File: src/hdl/itaf_pkg.sv
`timescale 1ns / 1ps

package itaf_pkg;

    typedef enum logic [1:0] {
        OP_SDEC = 2'd0,
        OP_UDEC = 2'd1,
        OP_HEXL = 2'd2,
        OP_HEXU = 2'd3
    } t_opcode;

    typedef enum logic [1:0] {
        S_IDLE  = 2'd0,
        S_CONV  = 2'd1,
        S_COUNT = 2'd2,
        S_EMIT  = 2'd3
    } t_back_state;

    localparam logic [7:0] CH_ZERO  = 8'h30;
    localparam logic [7:0] CH_MINUS = 8'h2D;
    localparam logic [7:0] CH_LOWA  = 8'h61;
    localparam logic [7:0] CH_UPA   = 8'h41;

    localparam int NARROW_BITS = 32;
    localparam int PREC_W      = 6;
    localparam int OP_W        = 2;
    localparam int CHAR_W      = 8;

endpackage

File: src/hdl/itaf_front.sv
`timescale 1ns / 1ps

module itaf_front
    import itaf_pkg::*;
#(
    parameter int W = 64
) (
    input  logic [63:0]        i_value,
    input  t_opcode            i_opcode,
    input  logic               i_wide_mode,
    output logic [W-1:0]       o_mag,
    output logic               o_neg
);

    logic [W-1:0] v;
    logic [W-1:0] v_neg;
    logic         sign;

    always_comb begin
        if (i_wide_mode) begin
            v    = i_value[W-1:0];
            sign = i_value[W-1];
        end else begin
            v    = W'(i_value[NARROW_BITS-1:0]);
            sign = i_value[NARROW_BITS-1];
        end
        v_neg = W'(~v + W'(1));
        o_neg = (i_opcode == OP_SDEC) && sign;
        if (!o_neg) begin
            o_mag = v;
        end else if (i_wide_mode) begin
            o_mag = v_neg;
        end else begin
            o_mag = W'(v_neg[NARROW_BITS-1:0]);
        end
    end

endmodule

File: src/hdl/itaf_queue.sv
`timescale 1ns / 1ps

module itaf_queue #(
    parameter int DATA_W = 73
) (
    input  logic              i_clk,
    input  logic              i_rst_n,
    input  logic              i_push,
    input  logic [DATA_W-1:0] i_push_data,
    output logic              o_full,
    input  logic              i_pop,
    output logic [DATA_W-1:0] o_pop_data,
    output logic              o_valid
);

    logic [DATA_W-1:0] r_mem [2];
    logic              r_wr;
    logic              r_rd;
    logic [1:0]        r_cnt;
    logic              n_wr;
    logic              n_rd;
    logic [1:0]        n_cnt;
    logic              do_wr;
    logic              do_rd;

    assign o_full     = (r_cnt == 2'd2);
    assign o_valid    = (r_cnt != 2'd0);
    assign o_pop_data = r_mem[r_rd];
    assign do_wr      = i_push && !o_full;
    assign do_rd      = i_pop && o_valid;

    always_comb begin
        n_wr  = do_wr ? ~r_wr : r_wr;
        n_rd  = do_rd ? ~r_rd : r_rd;
        n_cnt = r_cnt + 2'(do_wr) - 2'(do_rd);
    end

    always_ff @(posedge i_clk) begin
        if (!i_rst_n) begin
            r_wr  <= 1'b0;
            r_rd  <= 1'b0;
            r_cnt <= 2'd0;
        end else begin
            r_wr  <= n_wr;
            r_rd  <= n_rd;
            r_cnt <= n_cnt;
        end
    end

    always_ff @(posedge i_clk) begin
        if (do_wr) begin
            r_mem[r_wr] <= i_push_data;
        end
    end

endmodule

File: src/hdl/itaf_back.sv
`timescale 1ns / 1ps

module itaf_back
    import itaf_pkg::*;
#(
    parameter int W = 64
) (
    input  logic              i_clk,
    input  logic              i_rst_n,
    input  logic              i_valid,
    input  logic [W-1:0]      i_mag,
    input  logic              i_neg,
    input  t_opcode           i_opcode,
    input  logic [PREC_W-1:0] i_precision,
    output logic              o_pop,
    output logic              o_tvalid,
    input  logic              i_tready,
    output logic [CHAR_W-1:0] o_tdata,
    output logic              o_tlast
);

    localparam int ND        = (W * 30103) / 100000 + 1;
    localparam int DIG_W     = ND * 4;
    localparam int STEPS     = (W + 3) / 4;
    localparam int CONV_BITS = STEPS * 4;
    localparam int STEP_W    = (STEPS > 1) ? $clog2(STEPS) : 1;
    localparam int IDX_W     = $clog2(ND);
    localparam int CNT_W     = $clog2(ND + 1);

    t_back_state           r_state;
    t_back_state           n_state;
    logic                  r_out_valid;
    logic                  n_out_valid;
    logic [CHAR_W-1:0]     r_out_char;
    logic [CHAR_W-1:0]     n_out_char;
    logic                  r_out_last;
    logic                  n_out_last;
    logic [DIG_W-1:0]      r_dig;
    logic [DIG_W-1:0]      n_dig;
    logic [CONV_BITS-1:0]  r_bin;
    logic [CONV_BITS-1:0]  n_bin;
    logic [STEP_W-1:0]     r_step;
    logic [STEP_W-1:0]     n_step;
    logic                  r_neg;
    logic                  n_neg;
    t_opcode               r_op;
    t_opcode               n_op;
    logic [PREC_W-1:0]     r_prec;
    logic [PREC_W-1:0]     n_prec;
    logic [PREC_W-1:0]     r_pad;
    logic [PREC_W-1:0]     n_pad;
    logic [IDX_W-1:0]      r_idx;
    logic [IDX_W-1:0]      n_idx;
    logic                  load_ok;

    assign load_ok  = !r_out_valid || i_tready;
    assign o_tvalid = r_out_valid;
    assign o_tdata  = r_out_char;
    assign o_tlast  = r_out_last;

    always_comb begin
        logic [DIG_W-1:0]     bcd;
        logic [CONV_BITS-1:0] bin;
        logic [CNT_W-1:0]     nd;
        logic [3:0]           d;
        logic [CHAR_W-1:0]    alpha;

        n_state     = r_state;
        n_out_valid = r_out_valid && !i_tready;
        n_out_char  = r_out_char;
        n_out_last  = r_out_last;
        n_dig       = r_dig;
        n_bin       = r_bin;
        n_step      = r_step;
        n_neg       = r_neg;
        n_op        = r_op;
        n_prec      = r_prec;
        n_pad       = r_pad;
        n_idx       = r_idx;
        o_pop       = 1'b0;
        bcd         = r_dig;
        bin         = r_bin;
        nd          = CNT_W'(1);
        d           = r_dig[r_idx * 4 +: 4];
        alpha       = (r_op == OP_HEXU) ? CH_UPA : CH_LOWA;

        unique case (r_state)
            S_IDLE: begin
                if (i_valid) begin
                    o_pop  = 1'b1;
                    n_neg  = i_neg;
                    n_op   = i_opcode;
                    n_prec = i_precision;
                    if (i_opcode == OP_SDEC || i_opcode == OP_UDEC) begin
                        n_bin   = CONV_BITS'(i_mag);
                        n_dig   = '0;
                        n_step  = '0;
                        n_state = S_CONV;
                    end else begin
                        n_dig   = DIG_W'(i_mag);
                        n_state = S_COUNT;
                    end
                end
            end
            S_CONV: begin
                for (int b = 0; b < 4; b++) begin
                    for (int k = 0; k < ND; k++) begin
                        if (bcd[k * 4 +: 4] >= 4'd5) begin
                            bcd[k * 4 +: 4] = bcd[k * 4 +: 4] + 4'd3;
                        end
                    end
                    bcd = {bcd[DIG_W-2:0], bin[CONV_BITS-1]};
                    bin = {bin[CONV_BITS-2:0], 1'b0};
                end
                n_dig  = bcd;
                n_bin  = bin;
                n_step = r_step + STEP_W'(1);
                if (r_step == STEP_W'(STEPS - 1)) begin
                    n_state = S_COUNT;
                end
            end
            S_COUNT: begin
                for (int k = 0; k < ND; k++) begin
                    if (r_dig[k * 4 +: 4] != 4'd0) begin
                        nd = CNT_W'(k + 1);
                    end
                end
                n_idx = IDX_W'(nd - CNT_W'(1));
                if (r_op == OP_SDEC && {1'b0, r_prec} > 7'(nd)) begin
                    n_pad = PREC_W'(7'(r_prec) - 7'(nd));
                end else begin
                    n_pad = '0;
                end
                n_state = S_EMIT;
            end
            S_EMIT: begin
                if (load_ok) begin
                    n_out_valid = 1'b1;
                    n_out_last  = 1'b0;
                    if (r_neg) begin
                        n_out_char = CH_MINUS;
                        n_neg      = 1'b0;
                    end else if (r_pad != '0) begin
                        n_out_char = CH_ZERO;
                        n_pad      = r_pad - PREC_W'(1);
                    end else begin
                        if (d >= 4'd10) begin
                            n_out_char = alpha + CHAR_W'(d) - CHAR_W'(10);
                        end else begin
                            n_out_char = CH_ZERO + CHAR_W'(d);
                        end
                        if (r_idx == '0) begin
                            n_out_last = 1'b1;
                            n_state    = S_IDLE;
                        end else begin
                            n_idx = r_idx - IDX_W'(1);
                        end
                    end
                end
            end
            default: begin
                n_state = S_IDLE;
            end
        endcase
    end

    always_ff @(posedge i_clk) begin
        if (!i_rst_n) begin
            r_state     <= S_IDLE;
            r_out_valid <= 1'b0;
        end else begin
            r_state     <= n_state;
            r_out_valid <= n_out_valid;
        end
    end

    always_ff @(posedge i_clk) begin
        r_out_char <= n_out_char;
        r_out_last <= n_out_last;
        r_dig      <= n_dig;
        r_bin      <= n_bin;
        r_step     <= n_step;
        r_neg      <= n_neg;
        r_op       <= n_op;
        r_prec     <= n_prec;
        r_pad      <= n_pad;
        r_idx      <= n_idx;
    end

endmodule

File: src/hdl/integer_to_ascii_formatter_top.sv
`timescale 1ns / 1ps

// Channel   Dir  Payload
// s_axis    in   tdata: value[63:0], precision[69:64], zero [71:70]
//                tuser: opcode[1:0], wide_mode[2]
// m_axis    out  tdata: character[7:0]; tlast: last character of the number
//
// Decimal items are loaded, converted by double dabble four bits per step,
// then their digits are counted; one character per cycle follows while m_axis
// is ready. Hex skips the double dabble. A 64-bit decimal has up to 20 digits,
// and a padded negative up to 64 characters; an m_axis stall holds the output.
// Reset is synchronous, active low, and empties the 2-entry job queue.
// The front keeps accepting into the queue, until it is full, while the back waits on m_axis.

module integer_to_ascii_formatter_top
    import itaf_pkg::*;
#(
    parameter int VALUE_BITS = 64
) (
    input  logic        i_clk,
    input  logic        i_rst_n,
    input  logic        i_s_axis_tvalid,
    output logic        o_s_axis_tready,
    input  logic [71:0] i_s_axis_tdata,   // value[63:0], precision[69:64]
    input  logic [2:0]  i_s_axis_tuser,   // opcode[1:0], wide_mode[2]
    output logic        o_m_axis_tvalid,
    input  logic        i_m_axis_tready,
    output logic [7:0]  o_m_axis_tdata,   // character[7:0]
    output logic        o_m_axis_tlast
);

    localparam int JOB_W = VALUE_BITS + 1 + OP_W + PREC_W;

    logic [VALUE_BITS-1:0] front_mag;
    logic                  front_neg;
    logic [JOB_W-1:0]      push_data;
    logic [JOB_W-1:0]      pop_data;
    logic                  q_full;
    logic                  q_valid;
    logic                  q_pop;
    logic                  push;

    itaf_front #(
        .W (VALUE_BITS)
    ) u_front (
        .i_value     (i_s_axis_tdata[63:0]),
        .i_opcode    (t_opcode'(i_s_axis_tuser[1:0])),
        .i_wide_mode (i_s_axis_tuser[2]),
        .o_mag       (front_mag),
        .o_neg       (front_neg)
    );

    assign push            = i_s_axis_tvalid;
    assign o_s_axis_tready = !q_full;
    assign push_data       = {i_s_axis_tdata[69:64], i_s_axis_tuser[1:0], front_neg, front_mag};

    itaf_queue #(
        .DATA_W (JOB_W)
    ) u_queue (
        .i_clk       (i_clk),
        .i_rst_n     (i_rst_n),
        .i_push      (push),
        .i_push_data (push_data),
        .o_full      (q_full),
        .i_pop       (q_pop),
        .o_pop_data  (pop_data),
        .o_valid     (q_valid)
    );

    itaf_back #(
        .W (VALUE_BITS)
    ) u_back (
        .i_clk       (i_clk),
        .i_rst_n     (i_rst_n),
        .i_valid     (q_valid),
        .i_mag       (pop_data[VALUE_BITS-1:0]),
        .i_neg       (pop_data[VALUE_BITS]),
        .i_opcode    (t_opcode'(pop_data[VALUE_BITS+1 +: OP_W])),
        .i_precision (pop_data[VALUE_BITS+1+OP_W +: PREC_W]),
        .o_pop       (q_pop),
        .o_tvalid    (o_m_axis_tvalid),
        .i_tready    (i_m_axis_tready),
        .o_tdata     (o_m_axis_tdata),
        .o_tlast     (o_m_axis_tlast)
    );

endmodule
File: config.mk
export PLATFORM = sky130hd
export DESIGN_NAME = integer_to_ascii_formatter_top
export DESIGN_NICKNAME = d
export VERILOG_FILES = /design/src/hdl/itaf_pkg.sv /design/src/hdl/itaf_front.sv /design/src/hdl/itaf_queue.sv /design/src/hdl/itaf_back.sv /design/src/hdl/integer_to_ascii_formatter_top.sv
export SDC_FILE = /design/constraint.sdc
export NUM_CORES = 1
export LEC_CHECK = 0
export ABC_AREA = 1
export BUFFER_PORTS_ARGS = -buffer_cell sky130_fd_sc_hd__buf_4
export CORE_MARGIN = 2
export CORE_UTILIZATION = 45
export CTS_CLUSTER_SIZE = 40
export DETAILED_ROUTE_END_ITERATION = 8
export PLACE_DENSITY = 0.57
export SLEW_MARGIN = 20
export SYNTH_ARGS = -nofsm -noshare
export SYNTH_HDL_FRONTEND = slang
export SYNTH_SLANG_ARGS = --single-unit
File: constraint.sdc
create_clock -name i_clk -period 16.66 [get_ports i_clk]
set_input_delay 4.165 -clock i_clk [delete_from_list [all_inputs] [get_ports i_clk]]
set_output_delay 4.165 -clock i_clk [all_outputs]
set_load 0.02 [all_outputs]
**Word level (Yosys, flattened, before mapping)**

Memory sizes are Yosys's and may differ from the RTL's. A register that Yosys moved wholly into a read port is not among the register bits.
Cells that the tools add are included.
Widths: inputs -> output; s select.

- Add/subtract/negate cells: 91
- $mul: 0
- Div/mod/pow operators: 0
- Order comparisons: 82
- Equal/unequal tests: 16
- Shift operators: 1
- Muxes and demuxes: 206
- Bitwise operators: 3
- Reductions and logical operators: 48

Operator list:

| kind | count |
|---|---|
| $mux 4 | 143 |
| $mux 64 | 6 |
| $ge 4x3->1 const B | 80 |
| $add 4x2->4 const B | 76 |
| $pmux 80 s2 | 1 |
| $pmux 64 s2 | 1 |
| $mux 80 | 1 |
| $shiftx 80x8->4 | 1 |
| $reduce_bool 4->1 | 19 |
| $add 64x1->64 const B | 1 |
| $not 64->64 | 1 |
| $mux 5 | 11 |
| $mux 3 | 11 |
| $mux 6 | 5 |
| $mux 2 | 9 |
| $add 3x2->3 const B | 4 |
| $mux 1 | 12 |
| $pmux 6 s2 | 1 |
| $ne 2x1->1 const B | 5 |
| $pmux 5 s2 | 1 |
| $sub 5x1->5 const B | 2 |
| $add 8x4->8 | 1 |
| $eq 2x2->1 const B | 4 |
| $logic_not 2->1 | 4 |
| other kinds (29) | 47 |

- Flip-flop bits (word level): 184
- Bits in latches: 0
- Memory bits (writable): 146
- ROM bits: 0
- Input bits: 79
- Logic and storage cells: 464
- Memories: 1

Memories:

| memory | depth | width | rd ports | clocked after Yosys merged registers in | wr ports | RTL line | text |
|---|---|---|---|---|---|---|---|
| u_queue.r_mem | 2 | 73 | 1 | 1 | 1 | itaf_queue.sv:16 | `logic [DATA_W-1:0] r_mem [2];` |

**Logic depth before layout (Yosys ltp)**

- Word-level depth: 25
- Depth in mapped cells: 33
- Gate-level depth less buffers: 33

**Modules after synthesis**

A second synthesis with hierarchy kept.

- Cell total of the unflattened synthesis: 3243
- Area total of the unflattened synthesis: 25959.9 sq um

By module, submodules not included:

| module | instances | cells each | area each (sq um) |
|---|---|---|---|
| itaf_back | 1 | 2402 | 17369.2 |
| itaf_queue | 1 | 265 | 5868.1 |
| itaf_front | 1 | 575 | 2718.9 |
| integer_to_ascii_formatter_top | 1 | 1 | 3.8 |

**Worst setup path after synthesis**

Ideal clock, no wire load.

- Path type: input port to flip-flop
- Start: input port i_s_axis_tvalid
- End: memory u_queue.r_mem[1][0] (enable)
- Setup time: 0.506 ns
- Arrival: 7.329 ns
- Path slack: 8.825 ns
- Cell stages on the path: 2
- Buffers on the path: 0
- Path through: nand2_1 nor2_1

- Word-level cells in the longest chain between the ends: 3

Ends and longest elaborated chain:

| item | RTL line | text |
|---|---|---|
| start, declared | integer_to_ascii_formatter_top.sv:22 | `input logic i_s_axis_tvalid,` |
| $logic_and 1x1->1 | itaf_queue.sv:29 | `assign do_wr = i_push && !o_full;` |
| $mux 1 | itaf_queue.sv:51 | `if (do_wr) begin` |
| $mux 1 (implied by the code) | itaf_queue.sv:52 | `r_mem[r_wr] <= i_push_data;` |
| end, declared | itaf_queue.sv:16 |  |

No other way between the ends.

**Final worst setup path**

- Start: input port i_s_axis_tuser[2]
- End: memory u_queue.r_mem[1][48], data pin

- Word-level cells in the longest chain between the ends: 5
- Elaborated cells between the ends (all ways): 7

Ends and longest elaborated chain:

| item | RTL line | text |
|---|---|---|
| start, declared | integer_to_ascii_formatter_top.sv:25 | `input logic [2:0] i_s_axis_tuser,` |
| $mux 64 | itaf_front.sv:20 | `if (i_wide_mode) begin` |
| $not 64->64 | itaf_front.sv:27 | `v_neg = W'(~v + W'(1));` |
| $add 64x1->64 | itaf_front.sv:27 |  |
| $mux 64 | itaf_front.sv:31 | `end else if (i_wide_mode) begin` |
| $mux 64 (*) | itaf_front.sv:29 | `if (!o_neg) begin` |
| net front_mag[48] | integer_to_ascii_formatter_top.sv:34 | `logic [VALUE_BITS-1:0] front_mag;` |

Mark *: on every way through the listed nets, which the timed path passes. The rest lies on a longest branch.

==> metrics <==
hold path start=u_queue.r_rd; Critical Path AT=7.15 ns; first-pass GRT wire length=96770 µm; Hold Vio Cnt, Final=0; Worst path slowest cell=inv_2; Clock Pin Slew Worst Setup and Hold Paths=0.05 ns; R2R cell count=24; CP peak stage delay=0.49 ns; initial core utilization=0.4565; share of cells above drive strength 1=0.1089; commonest non-fill, non-tap cells in the layout=nand2_1, inv_1, nor2_1; worst reg-to-reg setup slack=12.05 ns; GRT Residual Overflow=0; Setup CP Type=input port to register; Num CTS Buffers=40; Die Y=238.1 µm; # hold bufs at CTS=0; library cells used by synthesis=60; max cap viols=0; vias in the first global route=19400; vias=20580; Tot GR Track Use=0.2120; largest net degree at the start of global routing=80; synth-to-layout area growth=10.86%; CP endpoint kind=register; Largest delay share family, worst path=buffers and inverters; HP Class=register to register; row cnt=85; port buffer count=86; Yosys reg bits=330; Fin Setup TNS=0 ns; Slew HR=0.3345; Die ar.=56700 µm²; Setup Viol. Count Final=0; Tmin final=6.839 ns; dpl cells=3891; core area=54030 µm²; Layout Nets=3498; Crit path required time=16.97 ns; RePlAce Congestion=0.8755; sequential cell area fraction in the yosys report=0.3985; Cells on Worst Hold Path=1; worst skew pair latency=0.58 ns; cts repair resizes=0; hpwl dp=45190 µm; CTS tree=done; Final Cell Area=27340 µm²; DRC errors left=0; number of enable flip-flop cells after synthesis=322; syn avg cell area=7.783 µm²; Worst-Margin Slew=0.9982 ns; WP buf/inv=4; Fillers=5131; Mapped Area=24660 µm²; most frequently used flop master after synthesis=edfxtp_1; fmax=146.2 MHz; ys async rst share=0; CP Cell Sequence=buf_4 > inv_1 > nor2_1 > nor4_4 > buf_4 > inv_2 > a41oi_2 > a21oi_2 > o21ai_2 > a21oi_1 > o21ai_0 > o21ai_0 > a21oi_1; Diodes inserted=0; clk buf depth=3; commonest non-fill, non-tap cell in the layout=nand2_1; DR iter-0 viols=1311; DRT Pass-1 Iters=6; WHS Endpoint=u_queue.r_rd; antenna viol nets, final=0; Final period util=0.4105; # H-tree levels=2; reg-to-reg endpoint=u_back.r_dig[22]; DR vias/cell=5.190; WL/cell=15.28 µm; routed wire length=60560 µm; startpoint types=input port; RSZ-0062 raised after global routing=no; Setup Buffers After CTS=0; clk sink count=330; Root Buffer=clkbuf_16; status=finished, final reports clean; Top Ports=90; RR Startpoint=u_back.r_dig[20]; Synth Net Count=3430; chip width=238.1 µm; Yosys Warn Count=0; Slew Viols, Final=0; DP Area=26050 µm²; Worst Skew=0.02795 ns; initial antenna violation count=0; Post-Layout Cell Count=3964; Mapped Cells=3169; Crit Path Max Fanout=65
==> registers in the layout, summed over array words and instances, names as in the netlist, 2 cells and up, named ones only <==
register / flops
u_back.o_tdata: 7
u_back.r_bin: 64
u_back.r_dig: 80
u_back.r_idx: 5
u_back.r_op: 2
u_back.r_pad: 6
u_back.r_prec: 6
u_back.r_state: 2
u_back.r_step: 4
u_queue.r_cnt: 2
u_queue.r_mem: 146
==> cells by family after synthesis <==
family,share of synthesized area
adders and majority gates,0.09263
other,0.0001520
DFF,0.3985
AOI/OAI and AO/OA,0.1610
buffers and inverters,0.08872
and+or+nand+nor,0.2206
xor gates and xnor gates,0.03845
==> area by class of cell <==
| type | count | area (µm²) | share of cell area |
|---|---|---|---|
| Clock buffer | 46 | 1045 | 0.03821 |
| Tap cell | 696 | 870.8 | 0.03185 |
| Sequential cell | 330 | 9831 | 0.3595 |
| Timing Repair Buffer | 101 | 758.2 | 0.02773 |
| Multi-Input combinational cell | 2263 | 12710 | 0.4650 |
| Inverter | 501 | 1881 | 0.06878 |
| Clock inverter | 27 | 244.0 | 0.008923 |
==> synthesized netlist by cell type (20+ instances only) <==
master	n	area share
a21oi_1	154	0.031
clkbuf_1	49	0.0075
edfxtp_1	322	0.39
ha_1	181	0.092
inv_1	479	0.073
inv_2	22	0.0033
nand2_1	697	0.11
nand2_2	42	0.011
nand3_1	95	0.019
nand3b_1	22	0.0067
nor2_1	345	0.053
nor3_1	41	0.0083
o211ai_1	20	0.0061
o21ai_0	279	0.057
o21ai_1	62	0.013
o21ai_2	86	0.031
o22ai_1	23	0.0058
xor2_1	81	0.029
==> routing by layer <==
| layer | GRT usage | wire length, µm | vias up |
|---|---|---|---|
| met5 | 0 | 0 | - |
| met2 | 0.3573 | 27710 | 393 |
| met4 | 0.06061 | 1438 | 0 |
| li1 | - | - | 10550 |
| met3 | 0.02580 | 2367 | 77 |
| met1 | 0.2875 | 29040 | 9560 |
==> metrics by stage <==
step | setup slack [ns] | hold slack (ns) | utilization
4_1_cts | 9.833 | 0.4642 | 0.5061
5_1_grt | 9.547 | 0.4965 | 0.5061
2_1_floorplan | 8.825 | 0.4255 | -
3_5_place_dp | 9.236 | 0.4509 | 0.4822
6_report | 9.821 | 0.4606 | 0.5061
3_3_place_gp | 9.259 | 0.4371 | 0.4822
==> worst reg2reg max path, stage by stage (launching register included) <==
cell	delay [ns]
edfxtp_1	0.46
inv_1	0.16
ha_1	0.16
inv_1	0.08
o21ai_2	0.16
nand2_2	0.10
xor2_1	0.33
ha_1	0.24
inv_1	0.06
o21ai_1	0.19
nand2_2	0.11
xor2_1	0.37
ha_1	0.27
inv_1	0.06
o21ai_2	0.13
nand2_2	0.09
xor2_1	0.37
ha_1	0.25
inv_1	0.06
o21ai_1	0.13
nand2_1	0.14
nand2_1	0.09
o21ai_0	0.10
nand2_1	0.08
o21ai_0	0.12
==> worst max-delay path by stage <==
stage          slack (ns)              start              endpoint  cells after the start
6_report             9.82  i_s_axis_tuser[2]  u_queue.r_mem[1][48]                     13
5_1_grt              9.55  i_s_axis_tuser[2]  u_queue.r_mem[0][48]                     13
4_1_cts              9.83  i_s_axis_tuser[2]  u_queue.r_mem[0][48]                     13
3_5_place_dp         9.24  i_s_axis_tuser[2]  u_queue.r_mem[0][48]                     13
3_3_place_gp         9.26  i_s_axis_tuser[2]  u_queue.r_mem[0][48]                     13
2_1_floorplan        8.82    i_s_axis_tvalid   u_queue.r_mem[1][0]                      2
Power is left out: the tool's default activity adds up to more than one toggle a clock period on the data nets, which glitch-free logic cannot reach.
